**src/hw/rtl/cpfc_pkg.sv**
```systemverilog
// Shared types and constants for the camera parallel frame capture block.
package cpfc_pkg;

    localparam int unsigned MAX_COLUMNS = 640;
    localparam int unsigned MAX_ROWS    = 480;

    localparam int unsigned COL_W  = 10;
    localparam int unsigned ROW_W  = 9;
    localparam int unsigned BYTE_W = 8;
    localparam int unsigned APB_AW = 4;
    localparam int unsigned APB_DW = 32;

    // Register indexes, taken from paddr[3:2].
    typedef enum logic [1:0] {
        REG_CAPTURE_CHROMA = 2'd0,
        REG_FRAME_WIDTH    = 2'd1,
        REG_FRAME_HEIGHT   = 2'd2
    } t_reg_idx;

    typedef enum logic [1:0] {
        PH_IDLE      = 2'd0,
        PH_WAIT_HIGH = 2'd1,
        PH_WAIT_LOW  = 2'd2,
        PH_CAPTURE   = 2'd3
    } t_phase;

    typedef struct packed {
        logic             capture_chroma;
        logic [COL_W-1:0] frame_width;
        logic [ROW_W-1:0] frame_height;
    } t_cfg;

endpackage

```
**src/hw/rtl/cpfc_if.sv**
```systemverilog
// Valid/ready channel interfaces for pin-sample requests and capture results.
interface cpfc_in_if;
    logic       valid;
    logic       ready;
    logic       command;
    logic       vsync_level;
    logic       pclk_level;
    logic [7:0] pixel_byte;

    modport source (output valid, command, vsync_level, pclk_level, pixel_byte,
                    input ready);
    modport sink   (input valid, command, vsync_level, pclk_level, pixel_byte,
                    output ready);
endinterface

interface cpfc_out_if;
    logic       valid;
    logic       ready;
    logic       pixel_valid;
    logic [7:0] pixel_value;
    logic [8:0] pixel_row;
    logic [9:0] pixel_column;
    logic       frame_done;
    logic       capture_busy;

    modport source (output valid, pixel_valid, pixel_value, pixel_row, pixel_column,
                    frame_done, capture_busy, input ready);
    modport sink   (input valid, pixel_valid, pixel_value, pixel_row, pixel_column,
                    frame_done, capture_busy, output ready);
endinterface

```
**src/hw/rtl/cpfc_regs.sv**
```systemverilog
// APB-style configuration register file for the frame capture block.
module cpfc_regs (
    input  logic                          i_clk,
    input  logic                          i_rst_n,
    input  logic                          psel,
    input  logic                          penable,
    input  logic                          pwrite,
    input  logic [cpfc_pkg::APB_AW-1:0]   paddr,
    input  logic [cpfc_pkg::APB_DW-1:0]   pwdata,
    output logic [cpfc_pkg::APB_DW-1:0]   prdata,
    output logic                          pready,
    output cpfc_pkg::t_cfg                o_cfg
);
    import cpfc_pkg::*;

    t_cfg     r_cfg;
    t_cfg     n_cfg;
    t_reg_idx w_idx;
    logic     w_write;

    assign pready  = 1'b1;
    assign w_idx   = t_reg_idx'(paddr[3:2]);
    assign w_write = psel & penable & pwrite & pready;

    always_comb begin
        n_cfg = r_cfg;
        if (w_write && paddr[1:0] == 2'b00) begin
            case (w_idx)
                REG_CAPTURE_CHROMA: n_cfg.capture_chroma = pwdata[0];
                REG_FRAME_WIDTH:    n_cfg.frame_width    = pwdata[COL_W-1:0];
                REG_FRAME_HEIGHT:   n_cfg.frame_height   = pwdata[ROW_W-1:0];
                default:            n_cfg = r_cfg;
            endcase
        end
    end

    always_ff @(posedge i_clk) begin
        if (!i_rst_n) begin
            r_cfg.capture_chroma <= 1'b0;
            r_cfg.frame_width    <= COL_W'(320);
            r_cfg.frame_height   <= ROW_W'(240);
        end else begin
            r_cfg <= n_cfg;
        end
    end

    always_comb begin
        prdata = '0;
        case (w_idx)
            REG_CAPTURE_CHROMA: prdata = {{(APB_DW-1){1'b0}}, r_cfg.capture_chroma};
            REG_FRAME_WIDTH:    prdata = {{(APB_DW-COL_W){1'b0}}, r_cfg.frame_width};
            REG_FRAME_HEIGHT:   prdata = {{(APB_DW-ROW_W){1'b0}}, r_cfg.frame_height};
            default:            prdata = '0;
        endcase
    end

    assign o_cfg = r_cfg;
endmodule

```
**src/hw/rtl/cpfc_core.sv**
```systemverilog
// Capture sequencer, pixel clock edge detector, counters and result register.
module cpfc_core (
    input  logic           i_clk,
    input  logic           i_rst_n,
    input  cpfc_pkg::t_cfg i_cfg,
    cpfc_in_if.sink        i_req,
    cpfc_out_if.source     o_res
);
    import cpfc_pkg::*;

    t_phase            r_phase, n_phase;
    logic              r_prev_pclk, n_prev_pclk;
    logic              r_second, n_second;
    logic [COL_W-1:0]  r_col, n_col;
    logic [ROW_W-1:0]  r_row, n_row;

    logic              r_out_valid;
    logic              r_pix_valid, n_pix_valid;
    logic [BYTE_W-1:0] r_pix_value, n_pix_value;
    logic [ROW_W-1:0]  r_pix_row, n_pix_row;
    logic [COL_W-1:0]  r_pix_col, n_pix_col;
    logic              r_done, n_done;
    logic              r_busy, n_busy;

    logic              w_accept;
    logic [COL_W-1:0]  w_col_start;
    logic [ROW_W-1:0]  w_row_start;

    assign i_req.ready = !r_out_valid || o_res.ready;
    assign w_accept    = i_req.valid && i_req.ready;

    // Start values of the down counters, with the dimensions clamped to range.
    always_comb begin
        if (i_cfg.frame_width == '0) begin
            w_col_start = '0;
        end else if (i_cfg.frame_width > COL_W'(MAX_COLUMNS)) begin
            w_col_start = COL_W'(MAX_COLUMNS - 1);
        end else begin
            w_col_start = i_cfg.frame_width - COL_W'(1);
        end
        if (i_cfg.frame_height == '0) begin
            w_row_start = '0;
        end else if (i_cfg.frame_height > ROW_W'(MAX_ROWS)) begin
            w_row_start = ROW_W'(MAX_ROWS - 1);
        end else begin
            w_row_start = i_cfg.frame_height - ROW_W'(1);
        end
    end

    always_comb begin
        n_phase     = r_phase;
        n_prev_pclk = r_prev_pclk;
        n_second    = r_second;
        n_col       = r_col;
        n_row       = r_row;
        n_pix_valid = 1'b0;
        n_pix_value = '0;
        n_pix_row   = '0;
        n_pix_col   = '0;
        n_done      = 1'b0;
        if (w_accept) begin
            if (i_req.command) begin
                n_phase     = PH_WAIT_HIGH;
                n_prev_pclk = 1'b1;
                n_second    = 1'b0;
                n_col       = w_col_start;
                n_row       = w_row_start;
            end else begin
                case (r_phase)
                    PH_IDLE: begin
                        n_phase = PH_IDLE;
                    end
                    PH_WAIT_HIGH: begin
                        if (i_req.vsync_level) n_phase = PH_WAIT_LOW;
                    end
                    PH_WAIT_LOW: begin
                        if (!i_req.vsync_level) n_phase = PH_CAPTURE;
                    end
                    PH_CAPTURE: begin
                        // A falling pixel clock delivers one byte.
                        if (!i_req.pclk_level && r_prev_pclk) begin
                            if (r_second == i_cfg.capture_chroma) begin
                                n_pix_valid = 1'b1;
                                n_pix_value = i_req.pixel_byte;
                                n_pix_row   = r_row;
                                n_pix_col   = r_col;
                            end
                            if (r_second) begin
                                if (r_col == '0) begin
                                    if (r_row == '0) begin
                                        n_done  = 1'b1;
                                        n_phase = PH_IDLE;
                                    end else begin
                                        n_row = r_row - ROW_W'(1);
                                        n_col = w_col_start;
                                    end
                                end else begin
                                    n_col = r_col - COL_W'(1);
                                end
                            end
                            n_second = !r_second;
                        end
                        n_prev_pclk = i_req.pclk_level;
                    end
                    default: begin
                        n_phase = PH_IDLE;
                    end
                endcase
            end
        end
        n_busy = (n_phase != PH_IDLE);
    end

    always_ff @(posedge i_clk) begin
        if (!i_rst_n) begin
            r_phase     <= PH_IDLE;
            r_prev_pclk <= 1'b1;
            r_second    <= 1'b0;
            r_col       <= '0;
            r_row       <= '0;
            r_out_valid <= 1'b0;
        end else begin
            r_phase     <= n_phase;
            r_prev_pclk <= n_prev_pclk;
            r_second    <= n_second;
            r_col       <= n_col;
            r_row       <= n_row;
            if (w_accept) begin
                r_out_valid <= 1'b1;
            end else if (o_res.ready) begin
                r_out_valid <= 1'b0;
            end
        end
    end

    always_ff @(posedge i_clk) begin
        if (w_accept) begin
            r_pix_valid <= n_pix_valid;
            r_pix_value <= n_pix_value;
            r_pix_row   <= n_pix_row;
            r_pix_col   <= n_pix_col;
            r_done      <= n_done;
            r_busy      <= n_busy;
        end
    end

    assign o_res.valid        = r_out_valid;
    assign o_res.pixel_valid  = r_pix_valid;
    assign o_res.pixel_value  = r_pix_value;
    assign o_res.pixel_row    = r_pix_row;
    assign o_res.pixel_column = r_pix_col;
    assign o_res.frame_done   = r_done;
    assign o_res.capture_busy = r_busy;
endmodule

```
**src/hw/rtl/camera_parallel_frame_capture.sv**
```systemverilog
// Top level of the parallel camera frame capture block.
// Each result is registered: it appears in the result register in the cycle after its request is accepted.
// Throughput: one request per cycle unless the result side stalls; the edge detector and counters settle per request.
// The result register frees in the same cycle it is taken, so ready only drops on a stall.
// Reset (synchronous, active low) returns the sequencer to idle with the pixel clock history
// set high, clears the counters, and loads the registers with 0, 320 and 240.
module camera_parallel_frame_capture (
    input  logic                          i_clk,
    input  logic                          i_rst_n,
    cpfc_in_if.sink                       i_req,
    cpfc_out_if.source                    o_res,
    input  logic                          psel,
    input  logic                          penable,
    input  logic                          pwrite,
    input  logic [cpfc_pkg::APB_AW-1:0]   paddr,
    input  logic [cpfc_pkg::APB_DW-1:0]   pwdata,
    output logic [cpfc_pkg::APB_DW-1:0]   prdata,
    output logic                          pready
);
    import cpfc_pkg::*;

    // Current configuration, held in the register file. A write may land while a capture
    // is running: the byte selection applies from the next request, a new width from the
    // next line reload, and a new height only from the next arm request.
    t_cfg w_cfg;

    cpfc_regs u_regs (
        .i_clk   (i_clk),
        .i_rst_n (i_rst_n),
        .psel    (psel),
        .penable (penable),
        .pwrite  (pwrite),
        .paddr   (paddr),
        .pwdata  (pwdata),
        .prdata  (prdata),
        .pready  (pready),
        .o_cfg   (w_cfg)
    );

    // The core arms on a start request, waits for a full vertical sync pulse, then
    // takes one byte per falling pixel clock and keeps the selected byte of each pair.
    cpfc_core u_core (
        .i_clk   (i_clk),
        .i_rst_n (i_rst_n),
        .i_cfg   (w_cfg),
        .i_req   (i_req),
        .o_res   (o_res)
    );
endmodule

```
**src/flat_wrapper.sv**
```systemverilog
// flat-port wrapper written by rule: the top's interface ports become plain ports
module camera_parallel_frame_capture_flat import cpfc_pkg::*;
  (i_clk, i_rst_n, psel, penable, pwrite, paddr, pwdata, prdata, pready, i_req_valid, i_req_command, i_req_vsync_level, i_req_pclk_level, i_req_pixel_byte, i_req_ready, o_res_valid, o_res_pixel_valid, o_res_pixel_value, o_res_pixel_row, o_res_pixel_column, o_res_frame_done, o_res_capture_busy, o_res_ready);
  cpfc_in_if i_req_i ();
  cpfc_out_if o_res_i ();
  input  logic i_clk;
  input  logic i_rst_n;
  input  logic psel;
  input  logic penable;
  input  logic pwrite;
  input  logic [cpfc_pkg::APB_AW-1:0] paddr;
  input  logic [cpfc_pkg::APB_DW-1:0] pwdata;
  output logic [cpfc_pkg::APB_DW-1:0] prdata;
  output logic pready;
  input wire logic [$bits(i_req_i.valid)-1:0] i_req_valid;
  input wire logic [$bits(i_req_i.command)-1:0] i_req_command;
  input wire logic [$bits(i_req_i.vsync_level)-1:0] i_req_vsync_level;
  input wire logic [$bits(i_req_i.pclk_level)-1:0] i_req_pclk_level;
  input wire logic [$bits(i_req_i.pixel_byte)-1:0] i_req_pixel_byte;
  output wire logic [$bits(i_req_i.ready)-1:0] i_req_ready;
  output wire logic [$bits(o_res_i.valid)-1:0] o_res_valid;
  output wire logic [$bits(o_res_i.pixel_valid)-1:0] o_res_pixel_valid;
  output wire logic [$bits(o_res_i.pixel_value)-1:0] o_res_pixel_value;
  output wire logic [$bits(o_res_i.pixel_row)-1:0] o_res_pixel_row;
  output wire logic [$bits(o_res_i.pixel_column)-1:0] o_res_pixel_column;
  output wire logic [$bits(o_res_i.frame_done)-1:0] o_res_frame_done;
  output wire logic [$bits(o_res_i.capture_busy)-1:0] o_res_capture_busy;
  input wire logic [$bits(o_res_i.ready)-1:0] o_res_ready;
  assign i_req_i.valid = i_req_valid;
  assign i_req_i.command = i_req_command;
  assign i_req_i.vsync_level = i_req_vsync_level;
  assign i_req_i.pclk_level = i_req_pclk_level;
  assign i_req_i.pixel_byte = i_req_pixel_byte;
  assign i_req_ready = i_req_i.ready;
  assign o_res_valid = o_res_i.valid;
  assign o_res_pixel_valid = o_res_i.pixel_valid;
  assign o_res_pixel_value = o_res_i.pixel_value;
  assign o_res_pixel_row = o_res_i.pixel_row;
  assign o_res_pixel_column = o_res_i.pixel_column;
  assign o_res_frame_done = o_res_i.frame_done;
  assign o_res_capture_busy = o_res_i.capture_busy;
  assign o_res_i.ready = o_res_ready;
  camera_parallel_frame_capture u_core (.i_clk(i_clk), .i_rst_n(i_rst_n), .i_req(i_req_i), .o_res(o_res_i), .psel(psel), .penable(penable), .pwrite(pwrite), .paddr(paddr), .pwdata(pwdata), .prdata(prdata), .pready(pready));
endmodule
```
**config.mk**
```make
export PLATFORM = sky130hd
export DESIGN_NAME = camera_parallel_frame_capture_flat
export DESIGN_NICKNAME = d
export VERILOG_FILES = /design/src/hw/rtl/cpfc_pkg.sv /design/src/hw/rtl/cpfc_if.sv /design/src/hw/rtl/cpfc_regs.sv /design/src/hw/rtl/cpfc_core.sv /design/src/hw/rtl/camera_parallel_frame_capture.sv /design/src/flat_wrapper.sv
export SDC_FILE = /design/constraint.sdc
export NUM_CORES = 1
export LEC_CHECK = 0
export BUFFER_PORTS_ARGS = -buffer_cell sky130_fd_sc_hd__buf_2
export CAP_MARGIN = 0
export CORE_UTILIZATION = 45
export DETAILED_ROUTE_END_ITERATION = 6
export GPL_ROUTABILITY_DRIVEN = 0
export PLACE_DENSITY = 0.68
export SLEW_MARGIN = 10
export SYNTH_ARGS = -nofsm -noshare
export SYNTH_HDL_FRONTEND = slang
export SYNTH_SLANG_ARGS = --single-unit
```
**constraint.sdc**
```tcl
create_clock -name i_clk -period 4.6 [get_ports i_clk]
set_input_delay 0.92 -clock i_clk [delete_from_list [all_inputs] [get_ports i_clk]]
set_output_delay 0.92 -clock i_clk [all_outputs]
set_load 0.03 [all_outputs]
```
Word level (Yosys, flattened, before mapping)
Cells that the tools add are included.

Add/sub/neg operators: 4. Order comparisons: 2. Equal/unequal tests: 8. Multiplexer cells: 35. Bitwise operators: 7. Reductions and logical operators: 30.

Operators with widths (number): $mux 10 (8); $mux 9 (8); $pmux 10 s3 (1); $logic_not 10->1 (2); $sub 10x1->10 const B (2); $logic_not 9->1 (2); $sub 9x1->9 const B (2); $mux 2 (8); $reduce_bool 2->1 (6); $gt 10x10->1 const B (1); $gt 9x9->1 const B (1); $mux 1 (9); $pmux 2 s4 (1); $reduce_and 2->1 (4); $eq 2x2->1 const B (3); $logic_not 2->1 (3); $reduce_and 6->1 (1); $not 1->1 (5); $reduce_and 5->1 (1); $reduce_or 5->1 (1); $eq 2x1->1 const B (2); $reduce_or 4->1 (1); $logic_and 1x1->1 (3); $logic_not 1->1 (3); other kinds (7) (8).

Flip-flop bits (word level): 74. Input bits: 54. Output and inout port bits: 65. Word-level logic and storage cells: 101.

Longest topological paths before layout
Gate-level depths: netlist of run 1.

Depth in word-level cells: 9. Gate-level depth with buffers: 8. Mapped depth without buffers: 7.

Hierarchy
Synthesis of run 1 repeated with hierarchy kept, for this count alone.

Cells, all modules: 450. Area total of the unflattened synthesis: 4220.3 sq um.

Modules (own cells, without submodules): cpfc_core (times used 1, cells an instance 323, area each 3035.4 sq um); cpfc_regs (times used 1, cells an instance 127, area each 1184.9 sq um).

Worst setup path before layout of run 1
No wires, ideal clock.

Path type: in2out. Start point: input port paddr[3] (netlist name). End point: output port prdata[4] (netlist name). Arrival: 1927 ps. Required time: 3680 ps. Slack: 1753 ps. Stages on the path: 4. Cells stage by stage: nor2b_1 clkbuf_1 clkbuf_1 a22o_1.

Longest elaborated chain between the ends: 2.

Ends and longest elaborated chain: from (decl) (RTL line flat_wrapper.sv:11) `input logic [cpfc_pkg::APB_AW-1:0] paddr;`; $eq 2x2->1 (tied with other cells) (RTL line cpfc_regs.sv:49) `case (w_idx)`; $pmux 10 s3 * (RTL line cpfc_regs.sv:49); to (decl) (RTL line flat_wrapper.sv:13) `output logic [cpfc_pkg::APB_DW-1:0] prdata;`.

Mark *: on every way between the ends. The rest lies on a longest branch, timed or not.

Final worst setup path of run 1
Start point: input port paddr[2] (netlist name). End point: output port prdata[0] (netlist name).

Same word-level chain as after synthesis.

==> results_dict.tcl, run 1 <==
set metrics [dict create \
    grt_use_met3_pct 5.30 \
    dieArea_um2 9560 \
    tns_ns 0 \
    synth_area_um2 4130 \
    reg2reg_slack_ns 2.17 \
    grt_max_degree 31 \
    finalNetCount 589 \
    use_met2_pct 31.8 \
    vdd_drop_max_mv 0.183 \
    cts_hold_buf 0 \
    final_cell_mix "buf_2 (73), nand2_1 (51), dfxtp_1 (44)" \
    slew_headroom_pct 44.0 \
    grt_pass1_wl_um 15600 \
    period_minus_slack_ns 3.04 \
    initialDrtViolationCount 179 \
    core_area_um2 8810 \
    clkTransAtPathRegs_ns 0.07 \
    maxCapViolCount 0 \
    numCtsBuffers 9 \
    dpl_cell_area_um2 4480 \
    num_antenna_cells 0 \
    hpwl_um 6600 \
    rows 34 \
    final_common_cell "buf_2" \
    met1_usage_pct 27.1 \
    netlist.area_leader.share_pct 21.8 \
    path_cells "buf_2, nor2b_1, buf_4, nand2_1, o21ai_0, buf_2" \
    crit_fanout 14 \
    yosysWarnings 0 \
    power_density_nw_per_um2 333 \
    reg2reg_depth 7 \
    ant_nets 0 \
    power_mw 1.57 \
    syn_inst 467 \
    cts_sinks 74 \
    violations "DRC" \
    critPathArrivalTime_ns 2.12 \
    grt_pass1_vias 3253 \
    cp_common_cell "buf_2" \
    endpoint_kind "primary output" \
    status "finished, violations left" \
    vias 3598 \
    synth_edf_count 30 \
    die_w_um 97.8 \
    utilization_pct 53.4 \
    cp-start-kind "primary input" \
    synth.distinct_cells 67 \
    drc 11 \
    final-setup-viol-count 0 \
    drt_pre_antenna_iters 7 \
    ios 119 \
    period_share_pct 66.1 \
    ys_top_cells_by_area "edfxtp_1 (22%), dfxtp_1 (21%), nand2_1 (4.6%)" \
    synth_ff_type "dfxtp_1" \
    fillers 834 \
    busiest_layer "met2" \
    dieHeight_um 97.8 \
    power.leakage_nw 1.94 \
    vias_per_cell 5.60 \
    min_path_type "flop to flop" \
    seq_area_frac_synth_pct 43.2 \
    cts.htree.levels 3 \
    critPathTopFamily "buffers and inverters" \
    critPathBufInv 3 \
    worstMarginPinSlew_ns 0.835 \
    yosysTopAreaCell "edfxtp_1" \
    grt_antenna_before_repair 0 \
    clkLatencyLatePin_ns 0.36 \
    finClkSkew_ns 0.00961 \
    drv_slew 0 \
    postCtsSetupRepairBufs 0 \
    cts_tree "yes" \
    postSynthAreaPerCell_um2 8.84 \
    design_area_um2 4700 \
    ys_async_sr_fraction_pct 0 \
    slowest_stage "nor2b_1" \
    port_buffers 73 \
    wire_per_inst_um 14.8 \
    cp_slowest_stage_delay_ns 0.40 \
    postRouteWirelength_um 9540 \
    required_ns 3.68 \
    rsz0062_at_grt "no" \
    hold_violations 0 \
    clockBufferDepth 2 \
    grt.total_usage_pct 20.3 \
    cts_root_buf "clkbuf_8" \
    overflow 0 \
    fin_ws_ns 1.56 \
    holdPathStages 2 \
    preCtsSetupSlack_ns 1.57 \
    cp.depth 6 \
    crit_type "primary input to primary output" \
    ys_ff_latch 74 \
    cts_resized 0 \
    initial_core_util_pct 46.9 \
    fmaxAchievable_ghz 0.329 \
    drive_gt1_share_pct 21.1 \
    area_growth_pct 13.9 \
]
-- final timing paths --
path | from | to
worst max register to register | u_core.u_core.r_col[0]$_SDFFE_PN0P_ | u_core.u_core.r_row[6]$_SDFFE_PN0P_
worst max-delay path | paddr[2] | prdata[0]
worst min-delay path | u_core.u_core.r_row[6]$_SDFFE_PN0P_ | u_core.u_core.r_row[6]$_SDFFE_PN0P_
worst min register to register | u_core.u_core.r_row[6]$_SDFFE_PN0P_ | u_core.u_core.r_row[6]$_SDFFE_PN0P_
-- cells in the mapped netlist, types with 4 or more instances --
master / number
ha_1: 5
dfxtp_1: 44
or4_1: 4
or3_1: 6
nor3_1: 13
a22o_1: 8
nand2_1: 51
and2_1: 25
buf_4: 23
a21oi_1: 27
a31oi_1: 5
o311ai_0: 7
o21ai_0: 18
edfxtp_1: 30
clkbuf_1: 22
inv_1: 15
o22ai_1: 4
o41ai_1: 8
xor2_1: 4
nor2_1: 31
nor2b_1: 4
nand3_1: 35
or2_2: 5
xnor2_1: 7
o31ai_1: 4
a22oi_1: 6
-- routing by layer --
| metal | part of all wire [%] | wire length [µm] | vias to the layer above |
|---|---|---|---|
| met3 | 7.6 | 727 | 9 |
| li1 | - | - | 1791 |
| met2 | 46 | 4370 | 157 |
| met1 | 46 | 4340 | 1641 |
| met5 | 0 | 0 | - |
| met4 | 1.1 | 102 | 0 |
-- final cells by class --
class	count	area, µm²	share of cell area [%]
multi-input combinational	349	2090	44.4
sequential	74	1780	37.9
timing repair buffer	80	418	8.89
tap	108	135	2.87
clock buffer	9	124	2.63
clock inverter	7	93.8	2.00
inverter	16	60.1	1.28
-- worst register-to-register path, stage by stage (launching register included) --
cell	delay [ns]
dfxtp_1	0.32
inv_1	0.11
ha_1	0.25
nor4b_4	0.34
and3_1	0.26
a31oi_2	0.32
or4_1	0.59
a21oi_1	0.13
-- state kept, by name (all words and copies together), names as in the netlist --
name and flops:
u_core.u_core.r_col 10, u_core.u_core.o_res.pixel_row 9, u_core.u_core.r_prev_pclk 1, u_core.u_core.r_phase 2, u_core.u_regs.o_cfg 20, u_core.u_core.o_res.capture_busy 1
u_core.u_core.o_res.valid 1, u_core.u_core.o_res.pixel_value 8, u_core.u_core.o_res.pixel_column 10, u_core.u_core.o_res.frame_done 1, u_core.u_core.r_second 1, u_core.u_core.o_res.pixel_valid 1
u_core.u_core.r_row 9
-- per-stage QoR --
stage | std cells | hold WS [ns]
after floorplan | 488 | 0.464
after global placement | 627 | 0.498
after detailed placement | 627 | 0.507
after CTS | 643 | 0.518
after global routing | 643 | 0.542
final | 643 | 0.519
-- report_power, final --
group | switching (mW) | internal, mW | leakage, nW
clock network | 0.258 | 0.304 | 0.107
registers | 0.0227 | 0.708 | 0.662
logic | 0.183 | 0.0901 | 1.17
total | 0.463 | 1.10 | 1.94
-- logic make-up after synthesis --
group | synth area share [%]
AO/OA/AOI/OAI | 19.1
XOR/XNOR | 2.33
adder cells (fa/ha/maj) | 1.52
buffers and inverters | 8.27
flip-flops | 43.2
multiplexers | 0.758
other | 0.182
AND/OR/NAND/NOR | 24.7
Note: power is estimated with default switching activity, not from simulation.
==> run 2, diff against run 1 <==
- clock period: 4.6 -> 3.15 ns (I/O delays scaled with it)
==> run 2 against run 1 <==
The run still ends with DRC left. Worst setup slack worse by 0.77 ns. Wire length decreased by 0.42%. First-iteration DRC count grew 24%. Clock-buffer cell count is the same. Core utilization grew 0.33 points. Largest cell class unchanged. Highest routed layer unchanged.
==> results_dict.tcl, run 2 (synthesis gave the netlist of run 1 again) <==
set metrics [dict create \
    fin_ws_ns 0.789 \
    wire_per_inst_um 14.7 \
    num_antenna_cells 0 \
    drv_slew 0 \
    clkLatencyLatePin_ns 0.34 \
    grt_pass1_wl_um 15700 \
    initialDrtViolationCount 222 \
    slowest_stage "nor2b_1" \
    period_share_pct 75.0 \
    cp_slowest_stage_delay_ns 0.29 \
    endpoint_kind "primary output" \
    dieArea_um2 9560 \
    ios 119 \
    area_growth_pct 14.6 \
    clkTransAtPathRegs_ns 0.07 \
    grt_max_degree 28 \
    dpl_cell_area_um2 4510 \
    maxCapViolCount 0 \
    final_cell_mix "buf_2 (73), nand2_1 (51), dfxtp_1 (44)" \
    cts.htree.levels 3 \
    overflow 0 \
    finalNetCount 592 \
    finClkSkew_ns 0.0130 \
    utilization_pct 53.7 \
    initial_core_util_pct 46.9 \
    cts_hold_buf 0 \
    final_common_cell "buf_2" \
    port_buffers 73 \
    postRouteWirelength_um 9500 \
    hold_violations 0 \
    crit_fanout 17 \
    fmaxAchievable_ghz 0.424 \
    power_density_nw_per_um2 484 \
    period_minus_slack_ns 2.36 \
    violations "DRC" \
    cp_common_cell "buf_2" \
    drt_pre_antenna_iters 7 \
    path_cells "buf_2, nor2b_1, buf_4, nand2_1, o21ai_0, buf_2" \
    power.leakage_nw 1.96 \
    cts_resized 0 \
    crit_start "paddr[2]" \
    postCtsSetupRepairBufs 0 \
    hold_start "u_core.u_core.r_row[6]$_SDFFE_PN0P_" \
    cp-start-kind "primary input" \
    cts_tree "yes" \
    cts_root_buf "clkbuf_8" \
    reg2reg_slack_ns 0.80 \
    vias_per_cell 5.70 \
    grt.total_usage_pct 20.2 \
    drive_gt1_share_pct 21.7 \
    rows 34 \
    final-setup-viol-count 0 \
    slew_headroom_pct 49.3 \
    ant_nets 0 \
    crit_type "primary input to primary output" \
    grt_pass1_vias 3272 \
    grt_antenna_before_repair 0 \
    cts_sinks 74 \
    worstMarginPinSlew_ns 0.759 \
    clockBufferDepth 2 \
    die_w_um 97.8 \
    drc 10 \
    numCtsBuffers 9 \
    design_area_um2 4730 \
    largest_reg_flops 20 \
    status "finished, violations left" \
    hpwl_um 6760 \
    vdd_drop_max_mv 0.214 \
    rsz0062_at_grt "no" \
    required_ns 2.52 \
    preCtsSetupSlack_ns 0.606 \
    r2r-start "u_core.u_core.r_col[0]$_SDFFE_PN0P_" \
    critPathArrivalTime_ns 1.73 \
    tns_ns 0 \
    dieHeight_um 97.8 \
    vias 3681 \
    min_path_type "flop to flop" \
    core_area_um2 8810 \
]
==> run 2: cell types whose count changed in the layout (fill, tap and decap cells not counted), sizes merged <==
cell / delta
clkinvlp: -1
clkinv: -1
buf: +3
inv: +2
==> run 2: layer usage <==
| metal | routed length (µm) | track usage, % | up-vias |
|---|---|---|---|
| met5 | 0 | 0 | - |
| met4 | 134 | 7.11 | 0 |
| met3 | 660 | 2.58 | 14 |
| met2 | 4210 | 32.1 | 166 |
| met1 | 4490 | 28.4 | 1696 |
| li1 | - | - | 1805 |
==> run 2: worst max-delay path: cells and delay by family <==
| family | cells | cell delay (ns) |
|---|---|---|
| buf+inv | 3 | 0.62 |
| simple gates | 2 | 0.36 |
| compound gates | 1 | 0.12 |
==> run 2: final cells by class <==
type	count	area [µm²]
multi-input combinational	349	2090
timing repair buffer	83	440
clock buffer	9	124
tap	108	135
clock inverter	7	100
sequential	74	1780
fill	818	4080
inverter	16	60.1
==> run 2: metrics by stage <==
step	hold slack (ns)	power [mW]	instances
2_1_floorplan	0.464	1.40	488
3_3_place_gp	0.499	1.48	630
3_5_place_dp	0.512	1.49	630
4_1_cts	0.519	2.30	646
5_1_grt	0.523	2.39	646
6_report	0.525	2.29	646
==> run 2: power breakdown <==
part / leakage, nW / internal [mW] / switching [mW]
Clock: 0.114 / 0.453 / 0.369
Sequential: 0.662 / 1.03 / 0.0333
Combinational: 1.18 / 0.134 / 0.267
Total: 1.96 / 1.62 / 0.669
==> run 2: worst paths after layout <==
| path | end | cells past startpoint |
|---|---|---|
| worst max-delay path | prdata[0] | 6 |
| worst max register to register | u_core.u_core.r_row[6]$_SDFFE_PN0P_ | 7 |
| worst min-delay path | u_core.u_core.r_row[6]$_SDFFE_PN0P_ | 2 |
| worst min register to register | u_core.u_core.r_row[6]$_SDFFE_PN0P_ | 2 |
==> run 3, diff against run 2 <==
- clock period: 3.15 -> 2.2 ns (I/O delays scaled with it)
==> run 3 against run 2 <==
Largest power group unchanged. Sequential power is 43% higher. Cell count up 4.3%. Global-route usage increased by 0.82 points. Combinational power rose by 63%. Clock skew down 0.0035 ns. Final area is 4.3% higher. Worst hold slack worse by 0.18 ns. Via count is 1.2% higher. Non-clock buffer count increased by 28. Register-to-register slack got worse by 0.68 ns. The run still ends with DRC left. Critical path type is now flop to flop.
==> results_dict.tcl, run 3 (synthesis gave the netlist of run 1 again) <==
set metrics [dict create \
    cts_sinks 74 \
    drt_pre_antenna_iters 7 \
    cts_root_buf "clkbuf_8" \
    clkTransAtPathRegs_ns 0.07 \
    numCtsBuffers 9 \
    power_mw 3.21 \
    finClkSkew_ns 0.00950 \
    die_w_um 97.8 \
    ios 119 \
    wire_per_inst_um 14.7 \
    final_cell_mix "buf_2 (73), nand2_1 (50), dfxtp_1 (44)" \
    hold_violations 0 \
    cp_slowest_stage_delay_ns 0.51 \
    initialDrtViolationCount 266 \
    port_buffers 73 \
    finalNetCount 620 \
    design_area_um2 4930 \
    area_growth_pct 19.5 \
    slowest_stage "or4b_4" \
    core_area_um2 8810 \
    path_cells "inv_1, ha_1, or4b_4, o311a_1, or4_1, a21oi_1" \
    vias_per_cell 5.53 \
    preCtsSetupSlack_ns 0.125 \
    status "finished, violations left" \
    maxCapViolCount 0 \
    crit_fanout 5 \
    endpoint_kind "flop" \
    cts.htree.levels 3 \
    holdPathStages 3 \
    postRouteWirelength_um 9920 \
    dieHeight_um 97.8 \
    power.leakage_nw 2.07 \
    grt_max_degree 27 \
    grt_pass1_wl_um 16200 \
    violations "DRC" \
    clockBufferDepth 2 \
    rows 34 \
    min_path_type "primary input to flop" \
    num_antenna_cells 0 \
    cts_tree "yes" \
    initial_core_util_pct 46.9 \
    grt_antenna_before_repair 0 \
    largest_reg_flops 20 \
    grt.total_usage_pct 21.0 \
    drive_gt1_share_pct 26.0 \
    critPathTopFamily "simple AND/OR/NAND/NOR gates" \
    dieArea_um2 9560 \
    dpl_cell_area_um2 4730 \
    final_common_cell "buf_2" \
    tns_ns 0 \
    overflow 0 \
    hpwl_um 7110 \
    fin_ws_ns 0.121 \
    drc 12 \
    required_ns 2.48 \
    critPathBufInv 1 \
    vias 3724 \
    clkLatencyLatePin_ns 0.35 \
    slew_headroom_pct 58.4 \
    cp.depth 6 \
    period_share_pct 94.5 \
    drv_slew 0 \
    fmaxAchievable_ghz 0.481 \
    worstMarginPinSlew_ns 0.621 \
    cts_hold_buf 0 \
    critPathArrivalTime_ns 2.36 \
    final-setup-viol-count 0 \
    rsz0062_at_grt "no" \
    ant_nets 0 \
    power_density_nw_per_um2 652 \
    cp-start-kind "flop" \
    grt_pass1_vias 3368 \
    reg2reg_depth 6 \
    period_minus_slack_ns 2.08 \
    vdd_drop_max_mv 0.352 \
    crit_type "flop to flop" \
]
-- run 3: report_power, final --
group	switching [mW]	leakage (nW)	internal, mW
sequential	0.0448	0.662	1.48
clock	0.515	0.0869	0.520
combinational	0.409	1.32	0.245
-- run 3: tightest hold or removal path: cells and delay by family --
family,cells,cell delay [ns]
AOI/OAI and AO/OA,1,0.05
buffers and inverters,2,0.15
-- run 3: area by class of cell --
class | count | area (µm²)
repair buffers | 111 | 651
clock inverters | 7 | 68.8
flip-flops and latches | 74 | 1780
well taps | 108 | 135
inverters | 16 | 63.8
clock buffers | 9 | 124
fillers | 795 | 3870
multi-input cells | 349 | 2110
-- run 3: path summary, 6_finish.rpt --
kind	slack, ns	endpoint	from
worst max-delay path	0.12	u_core.u_core.r_row[6]$_SDFFE_PN0P_	u_core.u_regs.o_cfg[1]$_SDFFE_PN0P_
worst min-delay path	0.34	u_core.u_core.o_res.valid$_SDFFE_PN0P_	i_req_valid
worst max register to register	0.12	u_core.u_core.r_row[6]$_SDFFE_PN0P_	u_core.u_regs.o_cfg[1]$_SDFFE_PN0P_
worst min register to register	0.51	u_core.u_core.o_res.valid$_SDFFE_PN0P_	u_core.u_core.o_res.valid$_SDFFE_PN0P_
-- run 3: metrics by stage --
stage               hold WS [ns]  std cells  utilization [%]
floorplan                  0.464        488                -
global placement           0.477        658             53.7
detailed placement         0.488        658             53.7
CTS                        0.330        674             55.9
global route               0.349        674             56.0
finish                     0.342        674             56.0
-- run 3: per-layer routing --
layer / vias to the layer above / share of wire (%) / track usage [%] / wire length (µm)
li1: 1858 / - / - / -
met5: - / 0 / 0 / 0
met1: 1684 / 45 / 28.8 / 4460
met2: 162 / 46 / 32.9 / 4560
met3: 20 / 7.3 / 4.01 / 725
met4: 0 / 1.8 / 8.39 / 178
-- run 3: what timing repair did --
action                                  4_1_cts  5_1_grt
cloned                                        0        0
buffers inserted                              0        0
resized for setup                             1        4
endpoints found under the setup margin        1        6
endpoints found under the hold margin         0        0
